<file path="config.mk">
export PLATFORM = sky130hd
export DESIGN_NAME = ultrasonic_echo_ranger
export DESIGN_NICKNAME = d
export VERILOG_FILES = /design/src/rtl/core/uer_pkg.sv /design/src/rtl/core/uer_cfg_regs.sv /design/src/rtl/core/uer_core.sv /design/src/rtl/core/uer_out_buf.sv /design/src/rtl/core/ultrasonic_echo_ranger.sv
export VERILOG_INCLUDE_DIRS = /design/src /design/src/rtl/core
export SDC_FILE = /design/constraint.sdc
export NUM_CORES = 1
export LEC_CHECK = 0
export BUFFER_PORTS_ARGS = -buffer_cell sky130_fd_sc_hd__buf_2
export CAP_MARGIN = 20
export CELL_PAD_IN_SITES_DETAIL_PLACEMENT = 2
export CELL_PAD_IN_SITES_GLOBAL_PLACEMENT = 2
export CORE_ASPECT_RATIO = 0.9
export CORE_UTILIZATION = 35
export CTS_CLUSTER_SIZE = 24
export DETAILED_ROUTE_END_ITERATION = 6
export GPL_TIMING_DRIVEN = 1
export PLACE_DENSITY = 0.82
export SLEW_MARGIN = 5
export SYNTH_ARGS = -nofsm -noshare
export SYNTH_HDL_FRONTEND = slang
export SYNTH_SLANG_ARGS = --single-unit
</file>
<file path="constraint.sdc">
create_clock -name clk_i -period 7.7 [get_ports clk_i]
set_input_delay 1.54 -clock clk_i [delete_from_list [all_inputs] [get_ports clk_i]]
set_output_delay 1.54 -clock clk_i [all_outputs]
set_load 0.02 [all_outputs]
</file>
<file path="src/rtl/core/ultrasonic_echo_ranger_macros.svh">
// ----------------------------------------------------------------------------
// Assertion macros for the ultrasonic echo ranger
// Shared property forms, clocked on clk_i and disabled while rst_ni is low.
// ----------------------------------------------------------------------------
`ifndef ULTRASONIC_ECHO_RANGER_MACROS_SVH
`define ULTRASONIC_ECHO_RANGER_MACROS_SVH

// The consequent holds in the same cycle as the antecedent.
`define UER_ASSERT_SAME(lbl, ante, cons) \
  lbl: assert property (@(posedge clk_i) disable iff (!rst_ni) (ante) |-> (cons)) \
    else $error("echo ranger: same-cycle check failed");

// The consequent holds in the cycle after the antecedent.
`define UER_ASSERT_NEXT(lbl, ante, cons) \
  lbl: assert property (@(posedge clk_i) disable iff (!rst_ni) (ante) |=> (cons)) \
    else $error("echo ranger: next-cycle check failed");

`endif

</file>
<file path="src/rtl/core/uer_pkg.sv">
// ----------------------------------------------------------------------------
// uer_pkg
// Types and constants shared by the ultrasonic echo ranger modules.
// ----------------------------------------------------------------------------
`default_nettype none

package uer_pkg;

  // Width of the elapsed and travel time counters.
  localparam int unsigned TIME_BITS  = 16;
  localparam int unsigned TRIG_W     = 8;
  localparam int unsigned TIMEOUT_W  = 16;
  localparam int unsigned LOWRUN_W   = 8;
  localparam int unsigned DIST_W     = 11;

  // Compare width for travel time against the timeout register.
  localparam int unsigned CMP_W = (TIME_BITS > TIMEOUT_W) ? TIME_BITS : TIMEOUT_W;

  // Division by 58 is done as a multiply by a rounded-up reciprocal. With
  // seven extra fraction bits the error stays below one for every time value.
  localparam int unsigned CM_DIVISOR = 58;
  localparam int unsigned DIV_SHIFT  = TIME_BITS + 7;
  localparam int unsigned RECIP_W    = TIME_BITS + 2;
  localparam longint unsigned RECIP_VAL =
    ((64'd1 << DIV_SHIFT) + 64'(CM_DIVISOR) - 64'd1) / 64'(CM_DIVISOR);
  localparam logic [RECIP_W-1:0] CM_RECIP = RECIP_VAL[RECIP_W-1:0];
  localparam int unsigned PROD_W =
    ((TIME_BITS + RECIP_W) > (DIV_SHIFT + DIST_W)) ?
    (TIME_BITS + RECIP_W) : (DIV_SHIFT + DIST_W);

  // Configuration port.
  localparam int unsigned PADDR_W = 4;
  localparam int unsigned PDATA_W = 32;

  typedef enum logic [1:0] {
    REG_TRIGGER_TICKS = 2'd0,
    REG_TIMEOUT_TICKS = 2'd1,
    REG_LOW_RUN_TICKS = 2'd2,
    REG_UNUSED        = 2'd3
  } reg_idx_e;

  localparam logic [TRIG_W-1:0]    TRIGGER_TICKS_RST = 8'd20;
  localparam logic [TIMEOUT_W-1:0] TIMEOUT_TICKS_RST = 16'd19140;
  localparam logic [LOWRUN_W-1:0]  LOW_RUN_TICKS_RST = 8'd30;

  typedef struct packed {
    logic [TRIG_W-1:0]    trigger_ticks;
    logic [TIMEOUT_W-1:0] timeout_ticks;
    logic [LOWRUN_W-1:0]  low_run_ticks;
  } cfg_t;

  typedef struct packed {
    logic start_req;
    logic echo;
  } in_item_t;

  typedef struct packed {
    logic              trigger;
    logic              busy_res;
    logic              done_res;
    logic              timed_out;
    logic [DIST_W-1:0] distance_cm;
  } out_item_t;

  typedef enum logic [4:0] {
    PH_IDLE = 5'b00001,
    PH_TRIG = 5'b00010,
    PH_WAIT = 5'b00100,
    PH_HIGH = 5'b01000,
    PH_LOW  = 5'b10000
  } phase_e;

endpackage

`default_nettype wire

</file>
<file path="src/rtl/core/uer_cfg_regs.sv">
// ----------------------------------------------------------------------------
// uer_cfg_regs
// APB-style register file holding trigger length, timeout and low run length.
// ----------------------------------------------------------------------------
`default_nettype none

module uer_cfg_regs (
  input  wire logic                          clk_i,
  input  wire logic                          rst_ni,
  input  wire logic                          psel,
  input  wire logic                          penable,
  input  wire logic                          pwrite,
  input  wire logic [uer_pkg::PADDR_W-1:0]   paddr,
  input  wire logic [uer_pkg::PDATA_W-1:0]   pwdata,
  output logic      [uer_pkg::PDATA_W-1:0]   prdata,
  output logic                               pready,
  output uer_pkg::cfg_t                      cfg_o
);

  uer_pkg::cfg_t    cfg_q, cfg_d;
  uer_pkg::reg_idx_e idx;
  logic             wr_en;

  assign idx    = uer_pkg::reg_idx_e'(paddr[3:2]);
  assign wr_en  = psel & penable & pwrite;
  assign pready = 1'b1;

  always_comb begin
    cfg_d = cfg_q;
    if (wr_en) begin
      unique case (idx)
        uer_pkg::REG_TRIGGER_TICKS: cfg_d.trigger_ticks = pwdata[uer_pkg::TRIG_W-1:0];
        uer_pkg::REG_TIMEOUT_TICKS: cfg_d.timeout_ticks = pwdata[uer_pkg::TIMEOUT_W-1:0];
        uer_pkg::REG_LOW_RUN_TICKS: cfg_d.low_run_ticks = pwdata[uer_pkg::LOWRUN_W-1:0];
        default: cfg_d = cfg_q;
      endcase
    end
  end

  always_comb begin
    prdata = '0;
    unique case (idx)
      uer_pkg::REG_TRIGGER_TICKS:
        prdata[uer_pkg::TRIG_W-1:0] = cfg_q.trigger_ticks;
      uer_pkg::REG_TIMEOUT_TICKS:
        prdata[uer_pkg::TIMEOUT_W-1:0] = cfg_q.timeout_ticks;
      uer_pkg::REG_LOW_RUN_TICKS:
        prdata[uer_pkg::LOWRUN_W-1:0] = cfg_q.low_run_ticks;
      default: prdata = '0;
    endcase
  end

  always_ff @(posedge clk_i or negedge rst_ni) begin
    if (!rst_ni) begin
      cfg_q.trigger_ticks <= uer_pkg::TRIGGER_TICKS_RST;
      cfg_q.timeout_ticks <= uer_pkg::TIMEOUT_TICKS_RST;
      cfg_q.low_run_ticks <= uer_pkg::LOW_RUN_TICKS_RST;
    end else begin
      cfg_q <= cfg_d;
    end
  end

  assign cfg_o = cfg_q;

endmodule

`default_nettype wire

</file>
<file path="src/rtl/core/uer_core.sv">
// ----------------------------------------------------------------------------
// uer_core
// Measurement sequencer: advances the phase and timers by one tick per item
// and forms that tick's result, including the distance in centimeters.
// ----------------------------------------------------------------------------
`default_nettype none

module uer_core (
  input  wire logic              clk_i,
  input  wire logic              rst_ni,
  input  wire logic              step_i,
  input  wire uer_pkg::in_item_t item_i,
  input  wire uer_pkg::cfg_t     cfg_i,
  output uer_pkg::out_item_t     result_o
);

  uer_pkg::phase_e                  phase_q, phase_d;
  logic [uer_pkg::TRIG_W-1:0]       pulse_q, pulse_d;
  logic [uer_pkg::TIME_BITS-1:0]    elapsed_q, elapsed_d;
  logic [uer_pkg::TIME_BITS-1:0]    travel_q, travel_d;
  logic [uer_pkg::LOWRUN_W-1:0]     low_q, low_d;
  logic                             high_seen;
  logic                             done;
  logic                             tmo;
  logic                             trig;
  logic [uer_pkg::CMP_W-1:0]        travel_cmp;
  logic [uer_pkg::CMP_W-1:0]        timeout_cmp;
  logic [uer_pkg::PROD_W-1:0]       travel_ext;
  logic [uer_pkg::PROD_W-1:0]       recip_ext;
  logic [uer_pkg::PROD_W-1:0]       product;

  always_comb begin
    phase_d   = phase_q;
    pulse_d   = pulse_q;
    elapsed_d = elapsed_q;
    travel_d  = travel_q;
    low_d     = low_q;
    high_seen = 1'b0;
    done      = 1'b0;
    trig      = 1'b0;

    unique case (phase_q)
      uer_pkg::PH_IDLE: begin
        if (item_i.start_req) begin
          phase_d = uer_pkg::PH_TRIG;
          pulse_d = '0;
        end
      end
      uer_pkg::PH_TRIG: begin
        phase_d = uer_pkg::PH_TRIG;
      end
      uer_pkg::PH_WAIT: begin
        if (item_i.echo) begin
          elapsed_d = '0;
          travel_d  = '0;
          low_d     = '0;
          phase_d   = uer_pkg::PH_HIGH;
          high_seen = 1'b1;
        end
      end
      uer_pkg::PH_HIGH, uer_pkg::PH_LOW: begin
        elapsed_d = (elapsed_q == '1) ? elapsed_q : elapsed_q + 1'b1;
        if (item_i.echo) begin
          travel_d  = elapsed_d;
          low_d     = '0;
          phase_d   = uer_pkg::PH_HIGH;
          high_seen = 1'b1;
        end else begin
          low_d   = (low_q == '1) ? low_q : low_q + 1'b1;
          phase_d = uer_pkg::PH_LOW;
          done    = (low_d >= cfg_i.low_run_ticks);
        end
      end
      default: begin
        phase_d = uer_pkg::PH_IDLE;
      end
    endcase

    // The trigger tick count includes the tick that started the measurement.
    if (phase_d == uer_pkg::PH_TRIG) begin
      trig    = 1'b1;
      pulse_d = pulse_d + 1'b1;
      if (pulse_d >= cfg_i.trigger_ticks) begin
        phase_d = uer_pkg::PH_WAIT;
      end
    end

    travel_cmp = {{(uer_pkg::CMP_W - uer_pkg::TIME_BITS){1'b0}}, travel_d};
    tmo = high_seen && (travel_cmp >= timeout_cmp);
    if (tmo) begin
      done = 1'b1;
    end

    if (done) begin
      phase_d = uer_pkg::PH_IDLE;
      pulse_d = '0;
      low_d   = '0;
    end
  end

  assign timeout_cmp = {{(uer_pkg::CMP_W - uer_pkg::TIMEOUT_W){1'b0}}, cfg_i.timeout_ticks};

  assign travel_ext = {{(uer_pkg::PROD_W - uer_pkg::TIME_BITS){1'b0}}, travel_d};
  assign recip_ext  = {{(uer_pkg::PROD_W - uer_pkg::RECIP_W){1'b0}}, uer_pkg::CM_RECIP};
  assign product    = travel_ext * recip_ext;

  assign result_o.trigger     = trig;
  assign result_o.busy_res    = (phase_d != uer_pkg::PH_IDLE);
  assign result_o.done_res    = done;
  assign result_o.timed_out   = tmo;
  assign result_o.distance_cm =
    done ? product[uer_pkg::DIV_SHIFT +: uer_pkg::DIST_W] : '0;

  always_ff @(posedge clk_i or negedge rst_ni) begin
    if (!rst_ni) begin
      phase_q   <= uer_pkg::PH_IDLE;
      pulse_q   <= '0;
      elapsed_q <= '0;
      travel_q  <= '0;
      low_q     <= '0;
    end else if (step_i) begin
      phase_q   <= phase_d;
      pulse_q   <= pulse_d;
      elapsed_q <= elapsed_d;
      travel_q  <= travel_d;
      low_q     <= low_d;
    end
  end

endmodule

`default_nettype wire

</file>
<file path="src/rtl/core/uer_out_buf.sv">
// ----------------------------------------------------------------------------
// uer_out_buf
// Output register with a skid stage, so the input side never waits on a
// combinational path from the output stall.
// ----------------------------------------------------------------------------
`default_nettype none

module uer_out_buf (
  input  wire logic               clk_i,
  input  wire logic               rst_ni,
  input  wire logic               push_i,
  input  wire uer_pkg::out_item_t push_data_i,
  output logic                    full_o,
  output logic                    out_valid_o,
  input  wire logic               out_stall_i,
  output uer_pkg::out_item_t      out_data_o
);

  logic               out_valid_q, out_valid_d;
  logic               skid_valid_q, skid_valid_d;
  uer_pkg::out_item_t out_data_q, out_data_d;
  uer_pkg::out_item_t skid_data_q, skid_data_d;
  logic               out_free;

  // The output register can load when empty or when its request leaves now.
  assign out_free = !out_valid_q || !out_stall_i;

  always_comb begin
    out_valid_d  = out_valid_q;
    out_data_d   = out_data_q;
    skid_valid_d = skid_valid_q;
    skid_data_d  = skid_data_q;
    if (out_free) begin
      if (skid_valid_q) begin
        out_valid_d  = 1'b1;
        out_data_d   = skid_data_q;
        skid_valid_d = 1'b0;
      end else begin
        out_valid_d = push_i;
        out_data_d  = push_data_i;
      end
    end else if (push_i) begin
      skid_valid_d = 1'b1;
      skid_data_d  = push_data_i;
    end
  end

  always_ff @(posedge clk_i or negedge rst_ni) begin
    if (!rst_ni) begin
      out_valid_q  <= 1'b0;
      skid_valid_q <= 1'b0;
    end else begin
      out_valid_q  <= out_valid_d;
      skid_valid_q <= skid_valid_d;
    end
  end

  always_ff @(posedge clk_i) begin
    out_data_q  <= out_data_d;
    skid_data_q <= skid_data_d;
  end

  assign full_o      = skid_valid_q;
  assign out_valid_o = out_valid_q;
  assign out_data_o  = out_data_q;

endmodule

`default_nettype wire

</file>
<file path="src/rtl/core/ultrasonic_echo_ranger.sv">
// ----------------------------------------------------------------------------
// ultrasonic_echo_ranger
// Ultrasonic echo-ranging controller, one input request per microsecond tick.
// Each input request carries a start request and the sampled echo level; each
// one produces exactly one output request with the trigger level, busy, done,
// timeout flag and the distance in centimeters (echo time divided by 58).
// Both channels use valid and stall; an item moves when valid is high and
// stall is low. An accepted result is registered in the output register, or
// in the skid stage while that register holds a stalled item; one item is
// taken every cycle while the output drains. The tick step and divide-by-58
// multiply sit between the input and the output register. The skid stage
// absorbs one item on a receiver stall; input stall rises only when it is full.
// Reset clears the sequencer to idle, empties the output stages and loads
// the registers with trigger 20, timeout 19140 and low run 30 ticks.
// Registers are written through the APB-style port at byte addresses 0, 4, 8.
// ----------------------------------------------------------------------------
`default_nettype none
`include "ultrasonic_echo_ranger_macros.svh"

module ultrasonic_echo_ranger (
  input  wire logic                          clk_i,
  input  wire logic                          rst_ni,
  input  wire logic                          in_valid_i,
  output logic                               in_stall_o,
  input  wire uer_pkg::in_item_t             in_data_i,
  output logic                               out_valid_o,
  input  wire logic                          out_stall_i,
  output uer_pkg::out_item_t                 out_data_o,
  input  wire logic                          psel,
  input  wire logic                          penable,
  input  wire logic                          pwrite,
  input  wire logic [uer_pkg::PADDR_W-1:0]   paddr,
  input  wire logic [uer_pkg::PDATA_W-1:0]   pwdata,
  output logic      [uer_pkg::PDATA_W-1:0]   prdata,
  output logic                               pready
);

  uer_pkg::cfg_t      cfg;
  uer_pkg::out_item_t result;
  logic               accept;
  logic               buf_full;

  assign in_stall_o = buf_full;
  assign accept     = in_valid_i && !buf_full;

  uer_cfg_regs u_cfg_regs (
    .clk_i   (clk_i),
    .rst_ni  (rst_ni),
    .psel    (psel),
    .penable (penable),
    .pwrite  (pwrite),
    .paddr   (paddr),
    .pwdata  (pwdata),
    .prdata  (prdata),
    .pready  (pready),
    .cfg_o   (cfg)
  );

  uer_core u_core (
    .clk_i    (clk_i),
    .rst_ni   (rst_ni),
    .step_i   (accept),
    .item_i   (in_data_i),
    .cfg_i    (cfg),
    .result_o (result)
  );

  uer_out_buf u_out_buf (
    .clk_i       (clk_i),
    .rst_ni      (rst_ni),
    .push_i      (accept),
    .push_data_i (result),
    .full_o      (buf_full),
    .out_valid_o (out_valid_o),
    .out_stall_i (out_stall_i),
    .out_data_o  (out_data_o)
  );

  `UER_ASSERT_SAME(a_done_ends_busy, out_valid_o && out_data_o.done_res, !out_data_o.busy_res)
  `UER_ASSERT_SAME(a_timeout_with_done, out_valid_o && out_data_o.timed_out, out_data_o.done_res)
  `UER_ASSERT_SAME(a_skid_needs_out, in_stall_o, out_valid_o)
  `UER_ASSERT_NEXT(a_accept_shows, in_valid_i && !in_stall_o, out_valid_o)

endmodule

`default_nettype wire
</file>
==> key figures <==
Floorplanning
  – Top-Level Pins: 95
  – # rows: 61
  – Core area: 31000 µm²
  – Die span in x: 189 µm
  – Height of the chip: 170 µm
  – Starting Density: 35.6%
  – Die area: 32200 µm²

Flow run
  – Max-cap check violation count: 0

STA
  – Worst slew pin tran: 1140 ps
  – Max Freq: 0.127 GHz
  – # setup viols final: 15
  – Final WS setup: -186 ps
  – Fin. Hold Viols: 0
  – Worst hold slack: 508 ps
  – Pins Over Slew Limit: 0
  – Relative slew slack: 24.1%
  – Final Critical Period: 7890 ps
  – Final Skew: 19.2 ps
  – Final period util: 102%

Synth
  – Ys async rst share: 74.4%
  – Mapped Cells: 1176
  – Yosys Warn Count: 0
  – Synth Register Bits: 117
  – Synthesized area per cell: 9.39 µm²
  – Ys flop type: dfrtp_1
  – Synth area leader: ha_1
  – Post-synth cell types: 68
  – Synth top area cells: ha_1, dfrtp_1, fa_1, edfxtp_1, inv_1
  – Post-synth top area share: 17.2%
  – Mapped cell area: 11000 µm²
  – Post-synth EDFFs: 30
  – Seq/Total Area, Yosys: 28.0%

Worst hold path
  – Path type of the worst min-delay path: flip-flop to flip-flop
  – WHS Path Cells: 2

Critical path
  – Crit-path most repeated cell: buf_4
  – Crit end category: flip-flop
  – Startpoint types: input port
  – WP buf/inv: 9
  – Worst setup path category: input port to flip-flop
  – WP data arrival: 8070 ps
  – Worst endpoint required time: 7890 ps
  – Crit Path Max Fanout: 5
  – CP top delay family: adder cells
  – Worst path slowest cell: fa_1
  – WP depth: 24
  – Worst reg2reg path depth: 25
  – CP max stage delay: 800 ps
  – Crit-path cells: buf_6 -> nand2_4 -> buf_6 -> buf_4 -> buf_4 -> o21ai_1 -> ha_1 -> ha_1 -> fa_1 -> fa_2 -> fa_1 -> inv_1 -> fa_1 -> inv_1 -> ha_1 -> nand4_1 -> buf_4 -> nor2_1 -> buf_4 -> a32oi_2 -> o21ai_4 -> buf_4 -> xnor2_1 -> o31ai_1

Routing
  – Initial DRC Count: 530
  – Vias: 9901
  – Residual DRC count: 0
  – Vias per inst: 5.66
  – Post-route antenna net violation count: 0
  – Pre-antenna DRT Iters: 5
  – DRT Wirelength: 50200 µm
  – Routed WL per cell: 28.7 µm

Layout
  – Synth-to-Final Area Change: 21.2%
  – Multi-input logic area: 7260 µm²
  – Share of cells above drive strength 1: 22.2%
  – Non-Filler Instances: 1750
  – Fillers: 3393
  – Flip-flop and latch area: 3100 µm²
  – Final Cell Area: 13400 µm²
  – Nets@finish: 1610

Global route
  – Vias in the first global route: 11050
  – GRT Total Usage: 28.7%
  – GR Overflow Total: 0
  – First-pass GRT wire length: 68500 µm
  – Largest net degree at the start of global routing: 71
  – Initial antenna violation count: 1

Pwr
  – Leak: 7.00 nW
  – Tot Pwr: 2.19 mW
  – Pwr Density: 164 nW/µm²
  – Peak supply drop: 0.119 mV

Clock network
  – Clock Tree Root: clkbuf_16
  – H-tree depth: 4
  – Num Clock Sinks: 117
  – Clock tree buffer depth: 2
  – Clock-pin slew of the registers on the worst-case setup and hold paths: 60 ps
  – Inserted Clock Buffers: 17
  – Clock insertion delay at the later pin of the skew report: 450 ps
  – Hold buffer count at cts: 0
  – CTS tree: built

Placed design
  – Placed Instances: 1694
  – DPL Wire Length: 29800 µm
  – Placed instance area: 12300 µm²
  – RePlAce Congestion: 0.823
  – Port Buffers: 59

Status
  – Status: complete, but fails checks
  – Violated checks: negative setup slack
==> path summary, 6_finish.rpt <==
path                                     from                       to  slack, ps
max                              in_data_i[0]  u_out_buf.out_data_o[5]       -190
min                        u_core.travel_q[2]       u_core.travel_q[2]        510
max reg2reg                 u_core.phase_q[3]  u_out_buf.out_data_o[5]        -90
min reg2reg                u_core.travel_q[2]       u_core.travel_q[2]        510
max in group asynchronous              rst_ni     u_core.elapsed_q[10]       5430
min in group asynchronous              rst_ni     u_cfg_regs.cfg_o[27]        970
==> Yosys cell counts, drive strengths merged (8+ instances only) <==
library cell and number:
dfrtp 74, a21o 18, buf 24, dfstp 13
nand4 11, xor2 16, nor3 9, and2 15
xnor2 20, a22o 8, o21ai 99, and3 12
edfxtp 30, o31ai 14, nand3 31, mux2 13
clkbuf 26, ha 152, a21oi 35, nand2b 10
nor2 59, fa 86, inv 204, mux2i 10
nand2 126
==> registers in the layout, indices dropped and copies added, names as in the netlist <==
| name | count |
|---|---|
| u_out_buf.out_valid_o | 1 |
| u_out_buf.skid_data_q | 15 |
| u_core.phase_q | 5 |
| u_core.pulse_q | 8 |
| u_cfg_regs.cfg_o | 32 |
| u_core.elapsed_q | 16 |
| u_core.low_q | 8 |
| u_out_buf.out_data_o | 15 |
| u_out_buf.full_o | 1 |
| u_core.travel_q | 16 |
==> cells in the final DEF, fill, tap and decap left out, types with 18 or more instances in the layout <==
cell | synthesis | final
ha_1 | 152 | 147
buf_4 | 17 | 104
nand3_1 | 30 | 26
dfrtp_1 | 74 | 67
o21ai_0 | 95 | 87
inv_1 | 203 | 197
buf_2 | 4 | 57
nor2_1 | 58 | 55
a21oi_1 | 35 | 31
fa_1 | 86 | 80
nand2_1 | 126 | 122
clkbuf_16 | 0 | 18
edfxtp_1 | 30 | 30
==> where the power goes <==
group          internal, mW  leakage, nW  switching, mW  total, mW
Sequential            0.733         1.39         0.0801      0.813
Clock                 0.507        0.287          0.343      0.850
Combinational         0.192         5.32          0.335      0.526
==> routing by layer <==
| metal | vias up | track usage (%) | part of all wire [%] |
|---|---|---|---|
| li1 | 4167 | - | - |
| met1 | 5164 | 31.4 | 37 |
| met2 | 382 | 53.9 | 52 |
| met3 | 188 | 4.48 | 3.8 |
| met4 | 0 | 14.1 | 6.7 |
| met5 | - | 0 | 0 |
==> logic make-up after synthesis <==
family | after synthesis | share of synthesized area (%)
buffers and inverters | 254 | 9.61
flip-flops | 117 | 28.0
adder cells (fa/ha/maj) | 238 | 32.8
multiplexers | 23 | 2.23
AO/OA/AOI/OAI | 217 | 12.4
AND/OR/NAND/NOR | 289 | 11.9
other | 2 | 0.0680
XOR/XNOR | 36 | 2.86
==> stage by stage <==
stage	utilization, %	setup WS [ps]	TNS (ps)
after floorplan	-	1.36	0
after global placement	39.6	-485	-7030
after detailed placement	39.6	-900	-13420
after CTS	42.2	-24.8	-24.8
after global routing	43.2	-189	-2180
final	43.2	-186	-1470
==> layout make-up <==
class	count	area share, %
Antenna cell	1	0.0187
Clock buffer	29	4.05
Clock inverter	3	0.299
Inverter	204	5.72
Multi-Input combinational cell	820	54.3
Sequential cell	117	23.2
Tap cell	409	3.82
Timing Repair Buffer	167	8.60
==> timing repair <==
action | CTS | global route
buffers inserted | 8 | 15
gates resized for setup | 39 | 44
endpoints found under the setup margin | 22 | 19
pin swaps | 15 | 31
==> worst min-delay path: stages (launching register included) <==
cell	delay [ps]
dfrtp_1	360
nand2_1	50
o21ai_0	60
(Power assumes the default switching activity.)
